### config.mk
export PLATFORM = sky130hd
export DESIGN_NAME = bfa_byte_unit
export DESIGN_NICKNAME = d
export VERILOG_FILES = /design/src/rtl/core/bitmap_frame_allocator_defines.svh /design/src/rtl/core/bfa_pkg.sv /design/src/rtl/core/bfa_byte_unit.sv
export SDC_FILE = /design/constraint.sdc
export NUM_CORES = 1
export LEC_CHECK = 0
export BUFFER_PORTS_ARGS = -buffer_cell sky130_fd_sc_hd__buf_2
export CAP_MARGIN = 0
export CELL_PAD_IN_SITES_DETAIL_PLACEMENT = 0
export CELL_PAD_IN_SITES_GLOBAL_PLACEMENT = 1
export CORE_ASPECT_RATIO = 1.4
export CORE_MARGIN = 2
export CORE_UTILIZATION = 35
export DETAILED_ROUTE_END_ITERATION = 10
export GPL_TIMING_DRIVEN = 0
export PLACE_DENSITY = 0.9
export RECOVER_POWER = 50
export SLEW_MARGIN = 10
export SYNTH_ARGS = -nofsm -noshare
export SYNTH_HDL_FRONTEND = slang
export SYNTH_SLANG_ARGS = --single-unit
### constraint.sdc
create_clock -name vclk -period 6.3
set_input_delay 0.945 -clock vclk [all_inputs]
set_output_delay 0.945 -clock vclk [all_outputs]
set_load 0.01 [all_outputs]
### src/rtl/core/bitmap_frame_allocator_defines.svh
// Assertion helpers for the bitmap frame allocator.
// Each macro expands to one labeled concurrent assertion that is disabled
// while the synchronous active-low reset is held.
`ifndef BITMAP_FRAME_ALLOCATOR_DEFINES_SVH
`define BITMAP_FRAME_ALLOCATOR_DEFINES_SVH

// Consequent must hold in the same cycle as the antecedent.
`define BFA_ASSERT_IMPL(label, clk, rst_n, ante, cons) \
    label: assert property (@(posedge clk) disable iff (!rst_n) (ante) |-> (cons)) \
        else $error("bitmap frame allocator assertion failed");

// Consequent must hold in the cycle after the antecedent.
`define BFA_ASSERT_NEXT(label, clk, rst_n, ante, cons) \
    label: assert property (@(posedge clk) disable iff (!rst_n) (ante) |=> (cons)) \
        else $error("bitmap frame allocator assertion failed");

`endif

### src/rtl/core/bfa_pkg.sv
package bfa_pkg;

    localparam int FRAME_W   = 20;
    localparam int CNT_W     = 16;
    localparam int OFF_W     = 21;  // frame offsets and range ends, with one bit of headroom
    localparam int BIDX_W    = OFF_W - 3;
    localparam int CFG_IDX_W = 3;
    localparam int CMD_W     = 2;
    localparam int STATUS_W  = 2;

    typedef logic [OFF_W-1:0]  t_off;
    typedef logic [BIDX_W-1:0] t_bidx;

    localparam logic [CMD_W-1:0] CMD_INIT    = 2'd0;
    localparam logic [CMD_W-1:0] CMD_ALLOC   = 2'd1;
    localparam logic [CMD_W-1:0] CMD_RELEASE = 2'd2;
    localparam logic [CMD_W-1:0] CMD_NOP     = 2'd3;

    localparam logic [STATUS_W-1:0] STATUS_OK      = 2'd0;
    localparam logic [STATUS_W-1:0] STATUS_NO_FREE = 2'd1;
    localparam logic [STATUS_W-1:0] STATUS_REFUSED = 2'd2;

    localparam logic [CFG_IDX_W-1:0] CFG_BASE_FRAME     = 3'd0;
    localparam logic [CFG_IDX_W-1:0] CFG_FRAME_COUNT    = 3'd1;
    localparam logic [CFG_IDX_W-1:0] CFG_PREALLOC_COUNT = 3'd2;
    localparam logic [CFG_IDX_W-1:0] CFG_RESERVED_BASE  = 3'd3;
    localparam logic [CFG_IDX_W-1:0] CFG_RESERVED_COUNT = 3'd4;

    localparam logic [CNT_W-1:0] FRAME_COUNT_RST = 16'h8000;
    localparam logic [7:0]       BYTE_FULL       = 8'hFF;

    typedef enum logic [3:0] {
        S_CLEAR,
        S_IDLE,
        S_INIT_SETUP,
        S_INIT_SWEEP,
        S_ALLOC_SCAN,
        S_REL_CHK,
        S_REL_WR,
        S_RESP
    } t_state;

    typedef enum logic [1:0] {
        OP_CLEAR,
        OP_FILL,
        OP_SETBIT,
        OP_CLRBIT
    } t_op;

    typedef struct packed {
        logic [7:0] wdata;
        logic       found;
        logic       past_end;
        logic [2:0] bit_sel;
    } t_byte_res;

    // Bits of byte idx whose frame offset lies below bound.
    function automatic logic [7:0] f_lt_mask(input t_bidx idx, input t_off bound);
        logic [7:0] m;
        m = '0;
        if (idx < bound[OFF_W-1:3]) begin
            m = BYTE_FULL;
        end else if (idx == bound[OFF_W-1:3]) begin
            m = 8'((9'd1 << bound[2:0]) - 9'd1);
        end
        return m;
    endfunction

    // Lowest set bit of an eight-bit vector, zero when none is set.
    function automatic logic [2:0] f_low_bit(input logic [7:0] v);
        logic [2:0] sel;
        sel = '0;
        for (int i = 7; i >= 0; i--) begin
            if (v[i]) begin
                sel = 3'(i);
            end
        end
        return sel;
    endfunction

endpackage

### src/rtl/core/bfa_byte_unit.sv
// Works on one bitmap byte per cycle: clearing, fill masks, free-bit search and bit updates.
module bfa_byte_unit (
    input  bfa_pkg::t_op       i_op,
    input  bfa_pkg::t_bidx     i_idx,
    input  logic [7:0]         i_rdata,
    input  bfa_pkg::t_off      i_bound_a,
    input  bfa_pkg::t_off      i_bound_lo,
    input  bfa_pkg::t_off      i_bound_hi,
    input  logic [2:0]         i_bit,
    output bfa_pkg::t_byte_res o_res
);

    always_comb begin
        logic [7:0] mask_a;
        logic [7:0] mask_lo;
        logic [7:0] mask_hi;
        logic [7:0] free_bits;
        mask_a    = bfa_pkg::f_lt_mask(i_idx, i_bound_a);
        mask_lo   = bfa_pkg::f_lt_mask(i_idx, i_bound_lo);
        mask_hi   = bfa_pkg::f_lt_mask(i_idx, i_bound_hi);
        free_bits = ~i_rdata & mask_a;

        o_res          = '0;
        o_res.bit_sel  = bfa_pkg::f_low_bit(free_bits);
        o_res.found    = |free_bits;
        o_res.past_end = (mask_a == 8'd0);

        unique case (i_op)
            bfa_pkg::OP_CLEAR:  o_res.wdata = 8'd0;
            bfa_pkg::OP_FILL:   o_res.wdata = mask_a | (~mask_lo & mask_hi);
            bfa_pkg::OP_SETBIT: o_res.wdata = i_rdata | (8'd1 << o_res.bit_sel);
            bfa_pkg::OP_CLRBIT: o_res.wdata = i_rdata & ~(8'd1 << i_bit);
        endcase
    end

endmodule

; After elaboration in Yosys (flattened, before gate mapping)
; Cells that the tools add are included.
[word_totals]
inputBits = 94
elab_cells = 43
output_inout_bits = 13
regBits = 0
[op_classes]
bitwise_logic = 8
muxes = 15
reduce_logical = 3
n_shift = 5
add_sub_neg = 3
eq_ne = 6
n_lt_le_gt_ge = 3
[ops]
columns = op, n
row1 = equality test 18 bit, 3
row2 = less-than comparator 18 bit, 3
row3 = 2-to-1 mux 8 bit, 6
row4 = "<< shifter 1 x 3 -> 8 bit, first input constant", 5
row5 = case mux 8 bit (4 select lines), 1
row6 = AND 8 bit, 3
row7 = 2-to-1 mux 3 bit, 8
row8 = NOT 8 bit, 3
row9 = "subtractor 8 x 1 -> 8 bit, second input constant", 3
row10 = bitwise OR 8 bit, 2
row11 = zero test 8 bit, 1
row12 = OR reduction 8 bit, 1
row13 = "equality test 2 bit, second input constant", 2
row14 = "equality test 2 x 1 -> 1 bit, second input constant", 1
row15 = zero test 2 bit, 1

; Depth between registers and ports, before layout
[depth]
ltp_word = 16
depth_mapped = 11
ltp_nobuf = 10

; Least setup slack after synthesis
; No wires, ideal clock.
[synth_timing]
path_kind = input to output
from = input i_bound_a[20]
to = output o_res[12] in the netlist's numbering
setup_slack_ps = 2228
path_stages = 10
arrival_ps = 3127
cell_sequence = inv_1 -> ha_1 -> nand4_2 -> nor4_4 -> nand3_2 -> or2_1 -> a21oi_2 -> o21a_2 -> or4b_4 -> o21ai_1
[synth_rtl]
columns = item, line
row1 = from (decl), bfa_byte_unit.sv:6  ; input bfa_pkg::t_off i_bound_a,
row2 = to (decl), bfa_byte_unit.sv:10  ; output bfa_pkg::t_byte_res o_res

==> run metrics <==
initial core utilization 36.24%; ANT cells 0; clock network fraction of design power 0%; Area Overhead vs Synth 27.78%; Flop pwr share 0%; die area 0.006763 mm^2; top cells by area, synth ha_1, inv_1, a21oi_1, nand2_1, o21ai_0; switching power 0.1016 mW; Slowest-stage cell, CP nor4_1; setup TNS 0 ps; number of global-route vias before repair 2,503; Gate Count Post-Synth 317; hold buffer count at cts 0; Placement Rows 33; Setup violations, final 0; Die X 70.08 um; most common cell after layout, fill and taps aside buf_2; CTS resizes 0; DRT Wirelength 6525 um; Crit Path Max Fanout 4; Nets 574; Unique masters post-synth 56; critical path endpoint category output pin; hold_sp i_rdata[3]; Initial DRC Count 64; critical path required time 5350 ps; Min-Delay Endpoint o_res[8]; first-pass GRT wire length 10,290 um; largest net degree at the start of global routing 11; Post-CTS Setup Bufs 0; DP Wirelength 5886 um; WL per Instance 13.21 um; Seq/Total Area, Yosys 0%; hold path depth 4; Hold Fails Final Rpt 0; P_int 0.08532 mW; Core Box Area 0.005904 mm^2; Tcrit/Tclk final 76.28%; Arr. time, crit path 3860 ps; layout cell share with drive strength beyond 1 28.30%; post-place setup slack 1774 ps; RSZ-0062 raised after global routing no; # IOs 107; setup ws final 1495 ps; via count 2,652; grt ovf 0; initial antenna violation count 0; YS warnings 0; max_cap viols 0; First-pass DRT Iterations 4; synthesized area per cell 6.749 um^2; vias per cell 5.368; Port Buf Inserts 107; DRC 0; Slew headroom 52.75%; worst slew pin tran 702.2 ps; Slew Limit Fails 0; CP bufs+invs 2; dominant cell type by area after synthesis ha_1; crit path launch type primary input; Overall Global Routing Usage 18.08%; slowest stage delay, CP 670 ps; fmax 208.1 MHz; Sw Ratio 54.37%; FFs & Latches 0; Die Ht 96.51 um; final core occ 46.30%; crit path cell chain buf_2 > ha_1 > nand4_1 > nor4_1 > nand3_2 > or2_1 > a21oi_2 > o21a_2 > or4b_4 > o211ai_2 > buf_2; worst hold path type primary input to output pin; Static Leakage 1.543 nW; GPL Wtd Cong 0.8928; cell family with most CP delay simple AND/OR/NAND/NOR gates; crit-path most repeated cell buf_2; top cell type's share of synthesized area 31.58%; sequential cell area 0 um^2; CP Class primary input to output pin; Synth Net Count 465; most frequent cells in the layout buf_2, inv_1, ha_1; Synth Cell Area 0.002140 mm^2; maximum VDD drop 0.03672 mV; pwr/cell area 68.39 mW/mm^2; outcome finished clean; fin crit period 4805 ps; clkbuf count 0; DRT antenna net count 0; Gate power share 100.0%
-- through the flow --
stage                     total power, mW  hold slack (ps)  area, um^2  instances
final                              0.1870             2277        2734        494
after global placement             0.1855             2271        2763        494
after floorplan                    0.1141             2027        2140        317
after CTS                          0.1905             2270        2763        494
after detailed placement           0.1893             2269        2763        494
after global routing               0.2114             2291        2734        494
-- cells in the mapped netlist (2+ instances only) --
| master | n |
|---|---|
| a2111oi_0 | 2 |
| a211o_1 | 4 |
| a211oi_1 | 5 |
| a21boi_0 | 2 |
| a21o_1 | 2 |
| a21oi_1 | 29 |
| a21oi_2 | 2 |
| a221o_1 | 2 |
| a221oi_1 | 2 |
| a32oi_1 | 2 |
| and2_2 | 2 |
| and3_1 | 3 |
| ha_1 | 54 |
| inv_1 | 61 |
| nand2_1 | 28 |
| nand2b_1 | 7 |
| nand3_1 | 14 |
| nand3b_1 | 2 |
| nand4_1 | 10 |
| nand4_2 | 2 |
| nor2_1 | 16 |
| nor2b_1 | 3 |
| nor3_1 | 5 |
| o211ai_1 | 3 |
| o21a_1 | 5 |
| o21ai_0 | 18 |
| o21bai_1 | 2 |
| or3_1 | 2 |
-- area by class of cell --
cell class                      instances  area (um^2)
Fill cell                             658         3171
Buffer                                  3        25.02
Tap cell                               70        87.58
Multi-Input combinational cell        253         1861
Timing Repair Buffer                  107        531.8
Inverter                               61        229.0
-- per-layer routing --
layer	track usage [%]	vias up	wire length (um)
met5	0	-	0
met2	39.13	99	3501
met3	0.7261	13	330
li1	-	1376	-
met1	19.06	1164	2568
met4	3.526	0	124
-- worst max-delay path by stage --
| stage | startpoint | cells past startpoint | endpoint | slack [ps] |
|---|---|---|---|---|
| floorplan | i_bound_a[20] | 10 | o_res[12] | 2230 |
| global placement | i_idx[17] | 11 | o_res[11] | 1820 |
| detailed placement | i_idx[17] | 11 | o_res[11] | 1770 |
| CTS | i_idx[17] | 11 | o_res[11] | 1780 |
| global route | i_idx[17] | 11 | o_res[12] | 1320 |
| finish | i_idx[17] | 11 | o_res[11] | 1490 |
-- power by group through the flow --
stage / Combinational (mW) / Sequential (mW) / Clock [mW]
final: 0.187 / 0 / 0
after floorplan: 0.114 / 0 / 0
after global placement: 0.186 / 0 / 0
after global routing: 0.211 / 0 / 0
after CTS: 0.191 / 0 / 0
after detailed placement: 0.189 / 0 / 0
-- cells by family after synthesis --
family | count (synthesis) | synth area share (%)
compound gates | 95 | 29.94
simple gates | 104 | 26.61
buf+inv | 64 | 11.87
fa+ha+maj | 54 | 31.58
Note: power is estimated with default switching activity, not from simulation.
